**src/hdl/ocrm_pkg.sv**
```systemverilog
// ============================================================================
// ocrm_pkg - shared types and helpers for the orbital class reorder map
// Field structs, status codes and the per-group class boundary function.
// ============================================================================
`default_nettype none

package ocrm_pkg;

    localparam int MAX_GROUPS   = 8;
    localparam int MAX_ORBITALS = 1024;

    localparam int GROUP_W  = $clog2(MAX_GROUPS);       // group address
    localparam int GCOUNT_W = 4;                        // group_count register
    localparam int CNT_W    = 11;                       // one stored count
    localparam int IDX_W    = 10;                       // orbital index
    localparam int SUM_W    = 14;                       // sum of all totals
    localparam int CUM_W    = CNT_W + 1;                // class boundary
    localparam int NCLASS   = 5;
    localparam int CLS_W    = 3;

    typedef enum logic [0:0] {
        OP_LOAD  = 1'b0,
        OP_QUERY = 1'b1
    } op_t;

    typedef enum logic [1:0] {
        ST_OK     = 2'd0,
        ST_COUNTS = 2'd1,
        ST_CORE   = 2'd2,
        ST_RANGE  = 2'd3
    } status_t;

    typedef struct packed {
        op_t                operation;
        logic [GROUP_W-1:0] group;
        logic [CNT_W-1:0]   orbitals_in_group;
        logic [CNT_W-1:0]   doubly_occupied;
        logic [CNT_W-1:0]   singly_occupied;
        logic [CNT_W-1:0]   frozen_core;
        logic [CNT_W-1:0]   frozen_virtual;
        logic [IDX_W-1:0]   source_index;
    } item_t;

    typedef struct packed {
        logic [IDX_W-1:0] target_index;
        status_t          status;
    } result_t;

    typedef struct packed {
        logic [CNT_W-1:0] total;
        logic [CNT_W-1:0] dbl;
        logic [CNT_W-1:0] sgl;
        logic [CNT_W-1:0] core;
        logic [CNT_W-1:0] fvirt;
    } group_counts_t;

    typedef struct packed {
        logic busy;     // sequencer not idle
        logic done;     // result waiting in sequencer
    } seq_status_t;

    typedef logic [NCLASS-1:0][CUM_W-1:0] cum_set_t;

    // Upper boundaries of the five classes inside one group:
    // core, doubly, doubly+singly, total-frozen virtual, total.
    function automatic cum_set_t ocrm_cum(input group_counts_t gc);
        cum_set_t r;
        r[0] = {1'b0, gc.core};
        r[1] = {1'b0, gc.dbl};
        r[2] = {1'b0, gc.dbl} + {1'b0, gc.sgl};
        r[3] = {1'b0, gc.total} - {1'b0, gc.fvirt};
        r[4] = {1'b0, gc.total};
        return r;
    endfunction

endpackage

`default_nettype wire

```
**src/hdl/ocrm_store.sv**
```systemverilog
// ============================================================================
// ocrm_store - per-group count registers
// Eight entries of five counts, cleared by reset, one write and one read port.
// ============================================================================
`default_nettype none

module ocrm_store (
    input  wire logic                          clk,
    input  wire logic                          rst_n,
    input  wire logic                          wr_en,
    input  wire logic [ocrm_pkg::GROUP_W-1:0]  wr_group,
    input  wire ocrm_pkg::group_counts_t       wr_counts,
    input  wire logic [ocrm_pkg::GROUP_W-1:0]  rd_group,
    output ocrm_pkg::group_counts_t            rd_counts
);
    import ocrm_pkg::*;

    group_counts_t store_reg [MAX_GROUPS];

    always_ff @(posedge clk or negedge rst_n)
    begin
        if (!rst_n)
        begin
            for (int i = 0; i < MAX_GROUPS; i++)
            begin
                store_reg[i] <= '0;
            end
        end
        else if (wr_en)
        begin
            store_reg[wr_group] <= wr_counts;
        end
    end

    assign rd_counts = store_reg[rd_group];

endmodule

`default_nettype wire

```
**src/hdl/ocrm_seq.sv**
```systemverilog
// ============================================================================
// ocrm_seq - query sequencer
// Walks the groups once to check counts and locate the index; if that passes,
// picks the class, then walks the groups again accumulating the class-major position.
// ============================================================================
`default_nettype none

module ocrm_seq (
    input  wire logic                          clk,
    input  wire logic                          rst_n,
    input  wire logic                          start,
    input  wire logic [ocrm_pkg::IDX_W-1:0]    source_index,
    input  wire logic [ocrm_pkg::GCOUNT_W-1:0] group_count,
    input  wire logic                          take,
    input  wire ocrm_pkg::group_counts_t       rd_counts,
    output logic [ocrm_pkg::GROUP_W-1:0]       rd_group,
    output ocrm_pkg::seq_status_t              seq_status,
    output ocrm_pkg::result_t                  result
);
    import ocrm_pkg::*;

    typedef enum logic [2:0] {
        S_IDLE,
        S_SCAN,
        S_CLASS,
        S_ACCUM,
        S_DONE
    } state_t;

    state_t              state_reg,    state_next;
    logic [GROUP_W-1:0]  grp_reg,      grp_next;
    logic [GROUP_W-1:0]  gsel_reg,     gsel_next;
    logic                found_reg,    found_next;
    logic                bad_cnt_reg,  bad_cnt_next;
    logic                bad_core_reg, bad_core_next;
    logic [SUM_W-1:0]    sum_reg,      sum_next;
    logic [IDX_W-1:0]    src_reg,      src_next;
    logic [CNT_W-1:0]    local_reg,    local_next;
    logic [CLS_W-1:0]    cls_reg,      cls_next;
    logic [IDX_W-1:0]    pos_reg,      pos_next;
    status_t             stat_reg,     stat_next;

    logic [GCOUNT_W-1:0] n_eff;
    logic [GROUP_W-1:0]  last_grp;
    cum_set_t            cum;
    logic [CNT_W+1:0]    occ_sum;
    logic                bad_cnt_now;
    logic [SUM_W-1:0]    sum_new;
    logic [SUM_W-1:0]    src_ext;
    logic                hit;
    logic [CLS_W-1:0]    cls_prev;
    logic [CUM_W-1:0]    prev_cum;
    logic [CLS_W-1:0]    cls_find;
    logic [CUM_W-1:0]    local_ext;
    logic [CUM_W-1:0]    rank;
    logic [CUM_W-1:0]    add_val;
    logic                f_cnt, f_core, f_found;

    assign n_eff    = (group_count > GCOUNT_W'(MAX_GROUPS)) ? GCOUNT_W'(MAX_GROUPS)
                                                            : group_count;
    assign last_grp = GROUP_W'(n_eff - GCOUNT_W'(1));
    assign rd_group = grp_reg;

    assign cum         = ocrm_cum(rd_counts);
    assign occ_sum     = {2'b0, rd_counts.dbl} + {2'b0, rd_counts.sgl}
                       + {2'b0, rd_counts.fvirt};
    assign bad_cnt_now = occ_sum > {2'b0, rd_counts.total};
    assign sum_new     = sum_reg + SUM_W'(rd_counts.total);
    assign src_ext     = SUM_W'(src_reg);
    assign hit         = !found_reg && (src_ext < sum_new);
    assign local_ext   = CUM_W'(local_reg);

    // class of the located orbital inside its group
    always_comb
    begin
        if (local_ext < cum[0])
            cls_find = CLS_W'(0);
        else if (local_ext < cum[1])
            cls_find = CLS_W'(1);
        else if (local_ext < cum[2])
            cls_find = CLS_W'(2);
        else if (local_ext < cum[3])
            cls_find = CLS_W'(3);
        else
            cls_find = CLS_W'(4);
    end

    // boundary below the class: during CLASS from cls_find, else cls_reg
    assign cls_prev = ((state_reg == S_CLASS) ? cls_find : cls_reg) - CLS_W'(1);
    always_comb
    begin
        if (((state_reg == S_CLASS) ? cls_find : cls_reg) == '0)
            prev_cum = '0;
        else
            prev_cum = cum[cls_prev];
    end

    assign rank    = local_ext - prev_cum;
    assign add_val = (grp_reg < gsel_reg) ? cum[cls_reg] : prev_cum;

    assign f_cnt   = bad_cnt_reg  | bad_cnt_now;
    assign f_core  = bad_core_reg | (rd_counts.core > rd_counts.dbl);
    assign f_found = found_reg | hit;

    always_comb
    begin
        state_next    = state_reg;
        grp_next      = grp_reg;
        gsel_next     = gsel_reg;
        found_next    = found_reg;
        bad_cnt_next  = bad_cnt_reg;
        bad_core_next = bad_core_reg;
        sum_next      = sum_reg;
        src_next      = src_reg;
        local_next    = local_reg;
        cls_next      = cls_reg;
        pos_next      = pos_reg;
        stat_next     = stat_reg;

        case (state_reg)
            S_IDLE:
            begin
                if (start)
                begin
                    src_next      = source_index;
                    grp_next      = '0;
                    sum_next      = '0;
                    found_next    = 1'b0;
                    bad_cnt_next  = 1'b0;
                    bad_core_next = 1'b0;
                    pos_next      = '0;
                    if (n_eff == '0)
                    begin
                        stat_next  = ST_RANGE;
                        state_next = S_DONE;
                    end
                    else
                    begin
                        state_next = S_SCAN;
                    end
                end
            end

            S_SCAN:
            begin
                bad_cnt_next  = f_cnt;
                bad_core_next = f_core;
                sum_next      = sum_new;
                found_next    = f_found;
                if (hit)
                begin
                    gsel_next  = grp_reg;
                    local_next = CNT_W'(src_ext - sum_reg);
                end
                if (grp_reg == last_grp)
                begin
                    if (f_cnt)
                    begin
                        stat_next  = ST_COUNTS;
                        state_next = S_DONE;
                    end
                    else if (f_core)
                    begin
                        stat_next  = ST_CORE;
                        state_next = S_DONE;
                    end
                    else if (sum_new > SUM_W'(MAX_ORBITALS))
                    begin
                        stat_next  = ST_COUNTS;
                        state_next = S_DONE;
                    end
                    else if (!f_found)
                    begin
                        stat_next  = ST_RANGE;
                        state_next = S_DONE;
                    end
                    else
                    begin
                        grp_next   = hit ? grp_reg : gsel_reg;
                        state_next = S_CLASS;
                    end
                end
                else
                begin
                    grp_next = grp_reg + GROUP_W'(1);
                end
            end

            S_CLASS:
            begin
                cls_next   = cls_find;
                pos_next   = rank[IDX_W-1:0];
                grp_next   = '0;
                state_next = S_ACCUM;
            end

            S_ACCUM:
            begin
                pos_next = pos_reg + add_val[IDX_W-1:0];
                if (grp_reg == last_grp)
                begin
                    stat_next  = ST_OK;
                    state_next = S_DONE;
                end
                else
                begin
                    grp_next = grp_reg + GROUP_W'(1);
                end
            end

            S_DONE:
            begin
                if (take)
                    state_next = S_IDLE;
            end

            default:
            begin
                state_next = S_IDLE;
            end
        endcase
    end

    always_ff @(posedge clk or negedge rst_n)
    begin
        if (!rst_n)
        begin
            state_reg    <= S_IDLE;
            grp_reg      <= '0;
            found_reg    <= 1'b0;
            bad_cnt_reg  <= 1'b0;
            bad_core_reg <= 1'b0;
            stat_reg     <= ST_OK;
        end
        else
        begin
            state_reg    <= state_next;
            grp_reg      <= grp_next;
            found_reg    <= found_next;
            bad_cnt_reg  <= bad_cnt_next;
            bad_core_reg <= bad_core_next;
            stat_reg     <= stat_next;
        end
    end

    always_ff @(posedge clk)
    begin
        gsel_reg  <= gsel_next;
        sum_reg   <= sum_next;
        src_reg   <= src_next;
        local_reg <= local_next;
        cls_reg   <= cls_next;
        pos_reg   <= pos_next;
    end

    assign seq_status.busy     = (state_reg != S_IDLE);
    assign seq_status.done     = (state_reg == S_DONE);
    assign result.target_index = pos_reg;
    assign result.status       = stat_reg;

`ifndef SYNTHESIS
    a_start_idle: assert property (@(posedge clk) disable iff (!rst_n)
        start |-> state_reg == S_IDLE)
        else $error("query started while sequencer busy");

    a_accum_range: assert property (@(posedge clk) disable iff (!rst_n)
        state_reg == S_ACCUM |-> grp_reg <= last_grp)
        else $error("accumulate walked past last group");

    a_ok_found: assert property (@(posedge clk) disable iff (!rst_n)
        (state_reg == S_DONE && stat_reg == ST_OK) |-> found_reg)
        else $error("ok result without a located group");

    a_class_from_scan: assert property (@(posedge clk) disable iff (!rst_n)
        state_reg == S_CLASS |-> $past(state_reg) == S_SCAN)
        else $error("class step not entered from scan");
`endif

endmodule

`default_nettype wire

```
**src/hdl/orbital_class_reorder_map.sv**
```systemverilog
// ============================================================================
// orbital_class_reorder_map - group-major to class-major orbital index map
// Holds per-group orbital counts and translates query indices into the
// frozen core / doubly / singly / virtual / frozen virtual ordering.
// ============================================================================
//
//  channel  | direction | handshake           | payload
//  ---------+-----------+---------------------+------------------------------
//  item     | in        | item_valid/stall    | item_t: load counts or query
//  result   | out       | result_valid/stall  | result_t: target_index,status
//  cfg      | in        | cfg_valid/ready     | group_count (4 bits)
//
//  Load: the transfer writes the group's counts directly.
//  Query: the sequencer makes one pass over the count registers of the
//  groups in use for checks and group search, one class step, and one
//  pass to sum the position; error results leave after the first pass.
//  The single group-read port and its adder set the per-group step.
//  Reset clears all counts and sets group_count to 1. The result register
//  frees the sequencer as soon as it loads; a stalled result holds.
// ============================================================================
`default_nettype none

module orbital_class_reorder_map (
    input  wire logic                          clk,
    input  wire logic                          rst_n,
    input  wire logic                          item_valid,
    output logic                               item_stall,
    input  wire ocrm_pkg::item_t               item,
    output logic                               result_valid,
    input  wire logic                          result_stall,
    output ocrm_pkg::result_t                  result,
    input  wire logic                          cfg_valid,
    output logic                               cfg_ready,
    input  wire logic [ocrm_pkg::GCOUNT_W-1:0] cfg_data
);
    import ocrm_pkg::*;

    logic [GCOUNT_W-1:0] group_count_reg;
    logic                out_valid_reg;
    result_t             out_data_reg;

    logic                item_xfer;
    logic                load_en;
    logic                query_start;
    logic                take;
    group_counts_t       wr_counts;
    group_counts_t       rd_counts;
    logic [GROUP_W-1:0]  rd_group;
    seq_status_t         seq_status;
    result_t             seq_result;

    // configuration must only be written while idle (the block does not enforce this), so always ready
    assign cfg_ready = 1'b1;

    always_ff @(posedge clk or negedge rst_n)
    begin
        if (!rst_n)
            group_count_reg <= GCOUNT_W'(1);
        else if (cfg_valid && cfg_ready)
            group_count_reg <= cfg_data;
    end

    // one item at a time: stall while a query is in the sequencer
    assign item_stall  = seq_status.busy;
    assign item_xfer   = item_valid && !item_stall;
    assign load_en     = item_xfer && (item.operation == OP_LOAD);
    assign query_start = item_xfer && (item.operation == OP_QUERY);

    assign wr_counts.total = item.orbitals_in_group;
    assign wr_counts.dbl   = item.doubly_occupied;
    assign wr_counts.sgl   = item.singly_occupied;
    assign wr_counts.core  = item.frozen_core;
    assign wr_counts.fvirt = item.frozen_virtual;

    ocrm_store u_store (
        .clk       (clk),
        .rst_n     (rst_n),
        .wr_en     (load_en),
        .wr_group  (item.group),
        .wr_counts (wr_counts),
        .rd_group  (rd_group),
        .rd_counts (rd_counts)
    );

    ocrm_seq u_seq (
        .clk          (clk),
        .rst_n        (rst_n),
        .start        (query_start),
        .source_index (item.source_index),
        .group_count  (group_count_reg),
        .take         (take),
        .rd_counts    (rd_counts),
        .rd_group     (rd_group),
        .seq_status   (seq_status),
        .result       (seq_result)
    );

    // result register: loads when empty or being drained this cycle
    assign take = seq_status.done && (!out_valid_reg || !result_stall);

    always_ff @(posedge clk or negedge rst_n)
    begin
        if (!rst_n)
            out_valid_reg <= 1'b0;
        else if (take)
            out_valid_reg <= 1'b1;
        else if (!result_stall)
            out_valid_reg <= 1'b0;
    end

    always_ff @(posedge clk)
    begin
        if (take)
            out_data_reg <= seq_result;
    end

    assign result_valid = out_valid_reg;
    assign result       = out_data_reg;

`ifndef SYNTHESIS
    a_query_busy: assert property (@(posedge clk) disable iff (!rst_n)
        query_start |=> seq_status.busy)
        else $error("query transfer did not start the sequencer");

    a_take_space: assert property (@(posedge clk) disable iff (!rst_n)
        take |-> (!out_valid_reg || !result_stall))
        else $error("result register overwritten while stalled");

    a_take_frees: assert property (@(posedge clk) disable iff (!rst_n)
        take |=> !seq_status.busy && out_valid_reg)
        else $error("result handoff did not free the sequencer");
`endif

endmodule

`default_nettype wire

```
**config.mk**
```make
export PLATFORM = sky130hd
export DESIGN_NAME = orbital_class_reorder_map
export DESIGN_NICKNAME = d
export VERILOG_FILES = /design/src/hdl/ocrm_pkg.sv /design/src/hdl/ocrm_store.sv /design/src/hdl/ocrm_seq.sv /design/src/hdl/orbital_class_reorder_map.sv
export SDC_FILE = /design/constraint.sdc
export NUM_CORES = 1
export LEC_CHECK = 0
export BUFFER_PORTS_ARGS = -buffer_cell sky130_fd_sc_hd__buf_4
export CAP_MARGIN = 5
export CORE_ASPECT_RATIO = 0.6
export CORE_MARGIN = 2
export CORE_UTILIZATION = 30
export CTS_BUF_LIST = sky130_fd_sc_hd__clkbuf_4 sky130_fd_sc_hd__clkbuf_8
export CTS_CLUSTER_DIAMETER = 200
export CTS_CLUSTER_SIZE = 16
export DETAILED_ROUTE_END_ITERATION = 8
export PLACE_DENSITY_LB_ADDON = 0.12
export SLEW_MARGIN = 40
export SYNTH_ARGS = -nofsm -noshare
export SYNTH_HDL_FRONTEND = slang
export SYNTH_HIERARCHICAL = 1
export SYNTH_SLANG_ARGS = --single-unit
```
**constraint.sdc**
```tcl
create_clock -name clk -period 15 [get_ports clk]
set_clock_uncertainty 0.05 [all_clocks]
set_input_delay 0.75 -clock clk [delete_from_list [all_inputs] [get_ports clk]]
set_output_delay 0.75 -clock clk [all_outputs]
set_load 0.02 [all_outputs]
```
# Yosys cells after proc, flatten, opt, wreduce, memory -nomap -nowiden
# Index checks and enable logic that the tools add are counted.
[word_totals]
reg_bits = 519
latch_bits = 0
ramBits = 0
rom_bits = 0
input_bits = 78
output_inout_bits = 15
wordCells = 187
n_memories = 0
[op_classes]
add_sub_neg = 11
multipliers = 0
div_mod_pow = 0
order_cmp = 15
eq_ne = 17
shift = 0
mux = 56
n_bitwise = 6
n_reduce_logical = 26
[op_table]
columns = ["cell", "count"]
rows = [
  ["$bwmux 440", 1],
  ["$bmux 55 s3", 1],
  ["$demux 55 s3", 1],
  ["$mux 55", 3],
  ["$bmux 12 s3", 2],
  ["$mux 3", 22],
  ["$mux 10", 5],
  ["$pmux 10 s3", 1],
  ["$pmux 14 s2", 1],
  ["$add 11x11->12", 2],
  ["$lt 11x12->1", 2],
  ["$lt 11x11->1", 2],
  ["$mux 2", 8],
  ["$pmux 3 s5", 1],
  ["$add 14x11->14", 1],
  ["$gt 14x11->1 const B", 1],
  ["$lt 10x14->1", 1],
  ["$mux 14", 1],
  ["$add 13x11->13", 1],
  ["$gt 13x11->1", 1],
  ["$pmux 3 s4", 1],
  ["$sub 11x11->12", 1],
  ["$gt 11x11->1", 1],
  ["$sub 10x11->11", 1],
  ["other kinds (37)", 69],
]

# Logic depth before layout (Yosys ltp)
# Gate-level depths: netlist (run 1).
[logic_depth]
word_depth = 18
depth_mapped = 44
depth_no_buf = 38

# Cells and area by module
# Netlist (run 1), hierarchy kept.
[modules_own_cells]
columns = ["module", "n_inst", "cells_per_inst", "area_each_um2", "seq_area_each_um2"]
rows = [
  ["ocrm_store", 1, 1130, 19626.3, 11010.6],
  ["ocrm_seq", 1, 981, 8662.1, 1776.7],
  ["orbital_class_reorder_map", 1, 27, 574.3, 486.7],
]

# Least setup slack after synthesis (run 1)
# Ideal clock, no wire load.
[synth_timing]
path_type = "flip-flop to flip-flop"
from = "register u_seq.grp_reg[2], in the netlist u_seq/rd_group[2]"
to = "register u_seq.pos_reg[9] (data pin)"
arrival_ns = 8.326
t_required_ns = 14.682
setup_slack_ns = 6.356
path_stages_with_launch = 44
path_cell_list = "dfrtp_1 -> buf_2 -> buf_1 -> mux4_2 -> mux2_2 -> ha_1 -> fa_1 -> a21oi_1 -> inv_1 -> a211o_1 -> a21oi_1 -> o21bai_1 -> a21o_1 -> a21oi_1 -> nor2b_1 -> nor2_1 -> xor2_1 -> ha_1 -> [... 8 more ...] -> clkbuf_1 -> buf_2 -> mux2i_1 -> nor2_1 -> a21oi_1 -> or3_1 -> a21oi_1 -> ha_1 -> a21o_1 -> a21oi_1 -> nor2b_1 -> o21a_1 -> or4_1 -> a31oi_1 -> o21bai_1 -> xor2_1 -> xnor2_1 -> o22ai_1"
[synth_rtl]
columns = ["item", "line", "source"]
rows = [
  ["from (decl)", "ocrm_seq.sv:31", "logic [GROUP_W-1:0] grp_reg, grp_next;"],
  ["from (signal assigned)", "ocrm_seq.sv:238", "grp_reg <= grp_next;"],
  ["to (signal assigned)", "ocrm_seq.sv:253", "pos_reg <= pos_next;"],
  ["to (decl)", "ocrm_seq.sv:40", "logic [IDX_W-1:0] pos_reg, pos_next;"],
]

==> results of run 1 <==
final cells by class:
class                   count  area (um2)
clock inverters             2        27.5
multi-input cells        1422       14700
well taps                1260        1580
repair buffers            122        1050
fillers                  9381       64100
flip-flops and latches    519       13300
diodes                      1        2.50
clock buffers              46         596
inverters                  97         364
routing by layer:
layer  vias to the layer above  share of wire [%]
met2                       382                 41
met3                        72                7.2
met1                      9548                 50
met4                         4                1.2
li1                       8116                  -
met5                         -              0.021
worst max-delay path, delay by kind of cell (launching register included):
family          cells  cell delay (ns)
simple gates        6             1.54
xor+xnor            3             0.51
mux                 2             0.95
compound gates     17             3.98
flops               1             0.81
fa+ha+maj           5             1.44
buf+inv             5             1.25
stage by stage:
step | setup WS, ns | hold slack, ns | cell area (um2) | utilization [%]
2_1_floorplan | 6.36 | 0.368 | 28900 | -
3_3_place_gp | 4.59 | 0.397 | 30800 | 32.2
3_5_place_dp | 4.39 | 0.392 | 30900 | 32.3
4_1_cts | 4.36 | 0.140 | 31500 | 32.9
5_1_grt | 3.56 | 0.159 | 31600 | 33.0
6_report | 4.18 | 0.211 | 31600 | 33.0
placed cells by master (no fill, tap or decap), types with 6 or more instances in the layout:
master / count
mux2i_1: 6
edfxtp_1: 60
o22ai_1: 11
nand2b_1: 18
and3_1: 10
nand2_1: 58
clkbuf_4: 6
a21o_1: 38
a211oi_1: 13
mux4_2: 118
a21boi_0: 7
nand4_1: 13
a211o_1: 9
o21ai_1: 6
o21ai_0: 41
nor2_1: 62
fa_1: 18
or2_2: 6
buf_6: 8
a31oi_1: 9
nand3_1: 14
xor2_1: 19
inv_1: 96
nor2b_1: 16
nor3_1: 13
o21a_1: 24
or3_1: 6
ha_1: 148
o211ai_1: 7
dfrtp_1: 452
mux2_2: 503
o21bai_1: 9
buf_4: 106
or4_4: 7
a21oi_1: 79
xnor2_1: 34
clkbuf_8: 40
kinds of logic (layout without fill, tap and decap cells):
kind of cell | after synthesis | in the layout | share of synthesized area, %
AOI/OAI and AO/OA | 308 | 308 | 7.28
xor gates and xnor gates | 53 | 53 | 1.61
adders and majority gates | 166 | 166 | 7.66
buffers and inverters | 197 | 267 | 3.35
DFF | 519 | 519 | 46.0
muxes | 628 | 628 | 29.1
other | 1 | 2 | 0.0130
and+or+nand+nor | 266 | 266 | 5.01
final timing paths:
path | from | endpoint | cells past startpoint
hold / removal | item[1] | u_seq/src_reg[1]$_DFFE_PP_ | 1
min in group asynchronous | rst_n | u_store/store_reg[404]$_DFFE_PN0P_ | 2
setup / recovery | u_seq/rd_group[0]$_DFFE_PN0P_ | u_seq/pos_reg[9]$_SDFFCE_PN0P_ | 38
max in group asynchronous | rst_n | u_store/store_reg[268]$_DFFE_PN0P_ | 7
setup reg to reg | u_seq/rd_group[0]$_DFFE_PN0P_ | u_seq/pos_reg[9]$_SDFFCE_PN0P_ | 38
hold reg to reg | u_seq/stat_reg[1]$_DFFE_PN0P_ | result[1]$_DFFE_PP_ | 0
==> reports/results.ini, run 1 <==
[outcome]
status=complete, no violations

[global_route]
groute.usage.overall_pct=17.6
gr-total-overflow=0
antenna_found_initial=5
grt_util_met3_pct=5.03
grt_first_pass_wirelength_mm=129
grt_start_max_net_pins=148
busiest_layer=met1
use_met2_pct=24.9
grt_pass1_vias=18900
met1_usage_pct=26.8

[critical_path]
cpPeakStageDelay_ns=0.81
cp_data_arrival_time_ns=11.18
cp_common_cell=a21oi_1
slowest_stage=dfrtp_4
critPathMaxFanout=41
cp-end-kind=flip-flop
startpoint_type=flip-flop
cp.required_ns=15.37
r2r_setup_slack_ns=4.18
critical_path_class=flip-flop to flip-flop

[logic_synthesis]
synth_edf_count=60
synthCells=2138
synthDistinctLibCells=89
syn_area_per_cell_um2=13.5
syn_area_um2=28900
synthArstFlopShare_pct=87.9
ys_seq_elements=519
yosysTopAreaCell=dfrtp_1
synth_area_leaders=dfrtp_1 (39%), mux2_2 (20%), mux4_2 (9.2%)
synth_flop_cell=dfrtp_1
syn_nets=2382
yosysSeqAreaShare_pct=46.0
yosysTopAreaCellShare_pct=39.4
yosys.cell_count.top_type=mux2_2
yosys-top-cells-count=mux2_2 (503), dfrtp_1 (455), ha_1 (148)
ys_warn_count=6

[cts]
cts_tree=done
ctsResizeCount=0
clockBufferDepth=3
cts_buffers=38
clock-sinks=519
h-tree-depth=2
cts_hold_buf=1
cts_setup_buffers=0
clock-root-buffer=clkbuf_8
clkTransAtPathRegs_ns=0.13
clk_latency_ns=0.67

[detailed_routing]
routedWlPerCell_um=25.0
drt_wl_total_mm=86.7
drt_iter0_drc=1146
drtAntennaViolNets=0
firstDrtPassIters=5
vias=18100
drc=0
via_per_inst=5.22

[layout]
area_growth_pct=9.36
largest_reg_flops=440
fin_cells=3469
drive_gt1_share_pct=37.9
fin_nets=2444

[min_path]
hold_class=input pin to flip-flop

[floorplanning]
die_h_um=244
die_w_um=404
io_pins=93
fp.dieArea_um2=98800
core_area_um2=95700
start_util_pct=30.2
num_rows=88

[sta]
worst_pin_slew_ns=0.856
fmax_mhz=92.4
fin_crit_ns=10.82
min_period_over_period_pct=72.1
rsz0062_at_grt=false
tns_ns=0
hold_viol_final=0
finalSetupViolations=0
maxSlewViolCount=0
relSlewSlack_pct=42.9

[place]
place_inst=3418
dpl.hpwl_mm=59.4
place_congestion=0.891
io_buffers=91

[flow_run]
maxCapViolations=0

Power of run 1 is not shown: default switching activity piles up to over one toggle a cycle in this logic, so the estimate is an artifact.
==> run 2: changes to the inputs <==
- clock period: 15 -> 11.3 ns (I/O delays scaled with it)
==> reports/results.ini, run 2 (synthesis gave the netlist of run 1 again) <==
[critical_path]
startpoint_type=flip-flop
critPathMaxFanout=21
cpPeakStageDelay_ns=0.67
cp_data_arrival_time_ns=10.22
cp_common_cell=ha_1
cp-end-kind=flip-flop
critical_path_class=flip-flop to flip-flop
cp.required_ns=11.65
slowest_stage=dfrtp_4

[min_path]
hold_class=input pin to flip-flop

[sta]
hold_viol_final=0
rsz0062_at_grt=false
tns_ns=0
hold_slack_ns=0.0813
maxSlewViolCount=0
finalSetupViolations=0
relSlewSlack_pct=44.1
fin_crit_ns=9.86
min_period_over_period_pct=87.3
worst_pin_slew_ns=0.839
fmax_mhz=101

[floorplanning]
die_h_um=244
num_rows=88
die_w_um=404
fp.dieArea_um2=98800
start_util_pct=30.2
core_area_um2=95700
io_pins=93

[layout]
largest_reg_flops=440
final_cell_mix=mux2_2 (503), dfrtp_1 (452), ha_1 (148), buf_4 (121), mux4_2 (118)
area_growth_pct=9.96
fin_nets=2468
final_common_cell=mux2_2
drive_gt1_share_pct=38.0

[global_route]
grt_pass1_vias=19000
grt_start_max_net_pins=153
groute.usage.overall_pct=17.7
gr-total-overflow=0
antenna_found_initial=7
grt_first_pass_wirelength_mm=130

[detailed_routing]
drtAntennaViolNets=0
firstDrtPassIters=5
drc=0
routedWlPerCell_um=24.8
drt_wl_total_mm=86.6
vias=18100
via_per_inst=5.18
drt_iter0_drc=1240

[cts]
h-tree-depth=2
cts_setup_buffers=0
clk_latency_ns=0.68
clkTransAtPathRegs_ns=0.12
cts_tree=done
cts_buffers=38
clock-sinks=519
clockBufferDepth=3
clock-root-buffer=clkbuf_8

[outcome]
status=complete, no violations

[place]
dpl.hpwl_mm=59.9
place_congestion=0.900
io_buffers=91

[flow_run]
maxCapViolations=0

==> run 2: metrics by stage <==
step | area (um2) | utilization [%] | setup slack, ns | cells
after floorplan | 28900 | - | 2.66 | 2138
after CTS | 31700 | 33.1 | 1.53 | 3489
after detailed placement | 31000 | 32.3 | 1.56 | 3431
final | 31700 | 33.2 | 1.44 | 3494
after global placement | 30900 | 32.3 | 1.34 | 3429
after global routing | 31700 | 33.2 | 0.864 | 3494
==> run 2: final cells by class <==
cell class              instances  area, um2
diodes                          3       7.51
clock buffers                  44        568
clock inverters                 3       35.0
fillers                      9366      63900
inverters                      97        364
multi-input cells            1422      14700
flip-flops and latches        519      13300
well taps                    1260       1580
repair buffers                146       1240
==> run 2: layer usage <==
metal / vias to the layer above / share of wire [%] / track usage, %
met5: - / 0.030 / 0
met4: 4 / 1.6 / 3.29
met3: 77 / 6.3 / 4.62
met2: 325 / 41 / 24.8
met1: 9538 / 51 / 27.1
li1: 8139 / - / -
==> run 2: worst max-delay path: cells and delay by family (launching register included) <==
| kind | cells | cell delay [ns] |
|---|---|---|
| compound gates | 14 | 3.18 |
| fa+ha+maj | 4 | 1.51 |
| simple gates | 6 | 1.39 |
| mux | 3 | 1.29 |
| buf+inv | 3 | 0.88 |
| flops | 1 | 0.67 |
| xor+xnor | 3 | 0.57 |
==> run 2: path summary, 6_finish.rpt <==
check,from,end,slack [ns],cells after the start
worst max-delay path,u_seq/rd_group[0]$_DFFE_PN0P_,u_seq/pos_reg[9]$_SDFFCE_PN0P_,1.44,33
worst max register to register,u_seq/rd_group[0]$_DFFE_PN0P_,u_seq/pos_reg[9]$_SDFFCE_PN0P_,1.44,33
max in group asynchronous,rst_n,u_store/store_reg[311]$_DFFE_PN0P_,8.23,6
worst min-delay path,result_stall,result_valid$_DFFE_PN0P_,0.08,2
min in group asynchronous,rst_n,u_store/store_reg[404]$_DFFE_PN0P_,0.41,2
worst min register to register,u_seq/stat_reg[1]$_DFFE_PN0P_,result[1]$_DFFE_PP_,0.43,0
==> run 2: what timing repair did <==
item                                   CTS  global route
resized for setup                        0             0
hold buffers                            11             0
endpoints found under the hold margin   85             0
Power of run 2 is left out for the same reason.
==> run 3: changes to the inputs <==
- SKIP_LAST_GASP: not set -> 1
- SYNTH_HIERARCHICAL: 1 -> not set
==> reports/results.ini, run 3 <==
[floorplanning]
core_area_um2=93500
fp.dieArea_um2=96500
die_h_um=241
start_util_pct=30.1
io_pins=93
die_w_um=400
num_rows=87

[layout]
final_common_cell=mux2_2
fin_cells=3479
drive_gt1_share_pct=36.5
area_growth_pct=11.3
largest_reg_flops=440
final_cell_mix=mux2_2 (465), dfrtp_1 (452), ha_1 (149), buf_4 (146), mux4_2 (116)
fin_nets=2455

[sta]
min_period_over_period_pct=90.0
worst_pin_slew_ns=0.942
hold_viol_final=0
maxSlewViolCount=0
rsz0062_at_grt=false
fmax_mhz=98.3
tns_ns=0
postLayoutSetupSlackWorst_ns=1.13
fin_crit_ns=10.17
relSlewSlack_pct=35.4
finalSetupViolations=0
hold_slack_ns=0.0694

[logic_synthesis]
yosysSeqAreaShare_pct=47.1
syn_area_um2=28200
yosysTopAreaCellShare_pct=40.4
yosys-top-cells-count=mux2_2 (465), dfrtp_1 (455), ha_1 (149)
ys_warn_count=0
syn_area_per_cell_um2=13.3
yosys.cell_count.top_type=mux2_2
synthCells=2117
ys_seq_elements=519
synthDistinctLibCells=82
synth_area_leaders=dfrtp_1 (40%), mux2_2 (19%), mux4_2 (9.3%)
synthArstFlopShare_pct=87.9
syn_nets=2351
synth_edf_count=60
synth_flop_cell=dfrtp_1
yosysTopAreaCell=dfrtp_1

[critical_path]
cp-end-kind=flip-flop
cp_data_arrival_time_ns=10.67
r2r_setup_slack_ns=1.13
cp.required_ns=11.79
critPathMaxFanout=25
slowest_stage=dfrtp_4
critPathTopFamily=compound AO/OA/AOI/OAI gates
cp_num_buf_inv=3
startpoint_type=flip-flop
critical_path_class=flip-flop to flip-flop
cpPeakStageDelay_ns=0.83
cp_common_cell=a21oi_1

[global_route]
antenna_found_initial=2
gr-total-overflow=0
groute.usage.overall_pct=17.8
grt_pass1_vias=18500
grt_start_max_net_pins=98
grt_first_pass_wirelength_mm=127

[detailed_routing]
firstDrtPassIters=5
drt_iter0_drc=1124
drt_wl_total_mm=85.0
drtAntennaViolNets=0
routedWlPerCell_um=24.4
vias=18000
via_per_inst=5.17
drc=0

[cts]
cts_setup_buffers=0
clockBufferDepth=3
clock-root-buffer=clkbuf_8
cts_tree=done
cts_buffers=38
clk_latency_ns=0.67
clock-sinks=519
clkTransAtPathRegs_ns=0.15
h-tree-depth=2

[place]
place_congestion=0.901
dpl.hpwl_mm=58.8
place_ws_ns=1.30
place_inst=3415
io_buffers=91

[flow_run]
maxCapViolations=0

[min_path]
hold_class=input pin to flip-flop

[outcome]
status=complete, no violations

[run 3: cell types whose count changed after synthesis, moves of 20 or more]
cell	change
mux2i_1	+34
buf_2	-29
buf_4	-20
mux2_2	-38
o21ai_0	+20
clkbuf_1	+52
[run 3: area by class of cell]
type / instances / area (um2)
inverters: 100 / 375
fillers: 9173 / 62100
clock buffers: 45 / 582
multi-input cells: 1397 / 14200
clock inverters: 3 / 30.0
flip-flops and latches: 519 / 13300
repair buffers: 165 / 1350
diodes: 4 / 10.0
well taps: 1246 / 1560
[run 3: cell families after synthesis]
logic type	count (synthesis)	share of synthesized area, %
other	1	0.0133
AND/OR/NAND/NOR	248	4.32
AO/OA/AOI/OAI	302	7.03
flip-flops	519	47.1
XOR/XNOR	65	2.07
multiplexers	625	29.6
adder cells (fa/ha/maj)	156	7.11
buffers and inverters	201	2.77
[run 3: metal layers]
metal	global-route usage [%]	share of wire (%)
met1	27.9	52
met2	25.6	42
met3	3.24	5.0
met4	2.44	0.96
met5	0	0.0094
[run 3: stage by stage]
step | instance area (um2) | util, %
floorplan | 28200 | -
global placement | 30600 | 32.7
detailed placement | 30600 | 32.7
CTS | 31300 | 33.5
global route | 31400 | 33.6
finish | 31400 | 33.6
[run 3: final timing paths]
path / cells after the start / to / from
max in group asynchronous: 5 / u_seq.rd_group[1]$_DFFE_PN0P_ / rst_n
min in group asynchronous: 2 / u_store.store_reg[246]$_DFFE_PN0P_ / rst_n
hold reg to reg: 0 / result[1]$_DFFE_PP_ / u_seq.stat_reg[1]$_DFFE_PN0P_
hold / removal: 2 / group_count_reg[3]$_DFFE_PN0P_ / cfg_data[3]
setup / recovery: 38 / u_seq.pos_reg[9]$_SDFFCE_PN0P_ / u_seq.rd_group[0]$_DFFE_PN0P_
setup reg to reg: 38 / u_seq.pos_reg[9]$_SDFFCE_PN0P_ / u_seq.rd_group[0]$_DFFE_PN0P_
[run 3: repair_timing]
action,4_1_cts,5_1_grt
gates resized for setup,0,0
hold buffers,11,0
hold endpoints to repair,104,0
Power of run 3 is left out for the same reason.
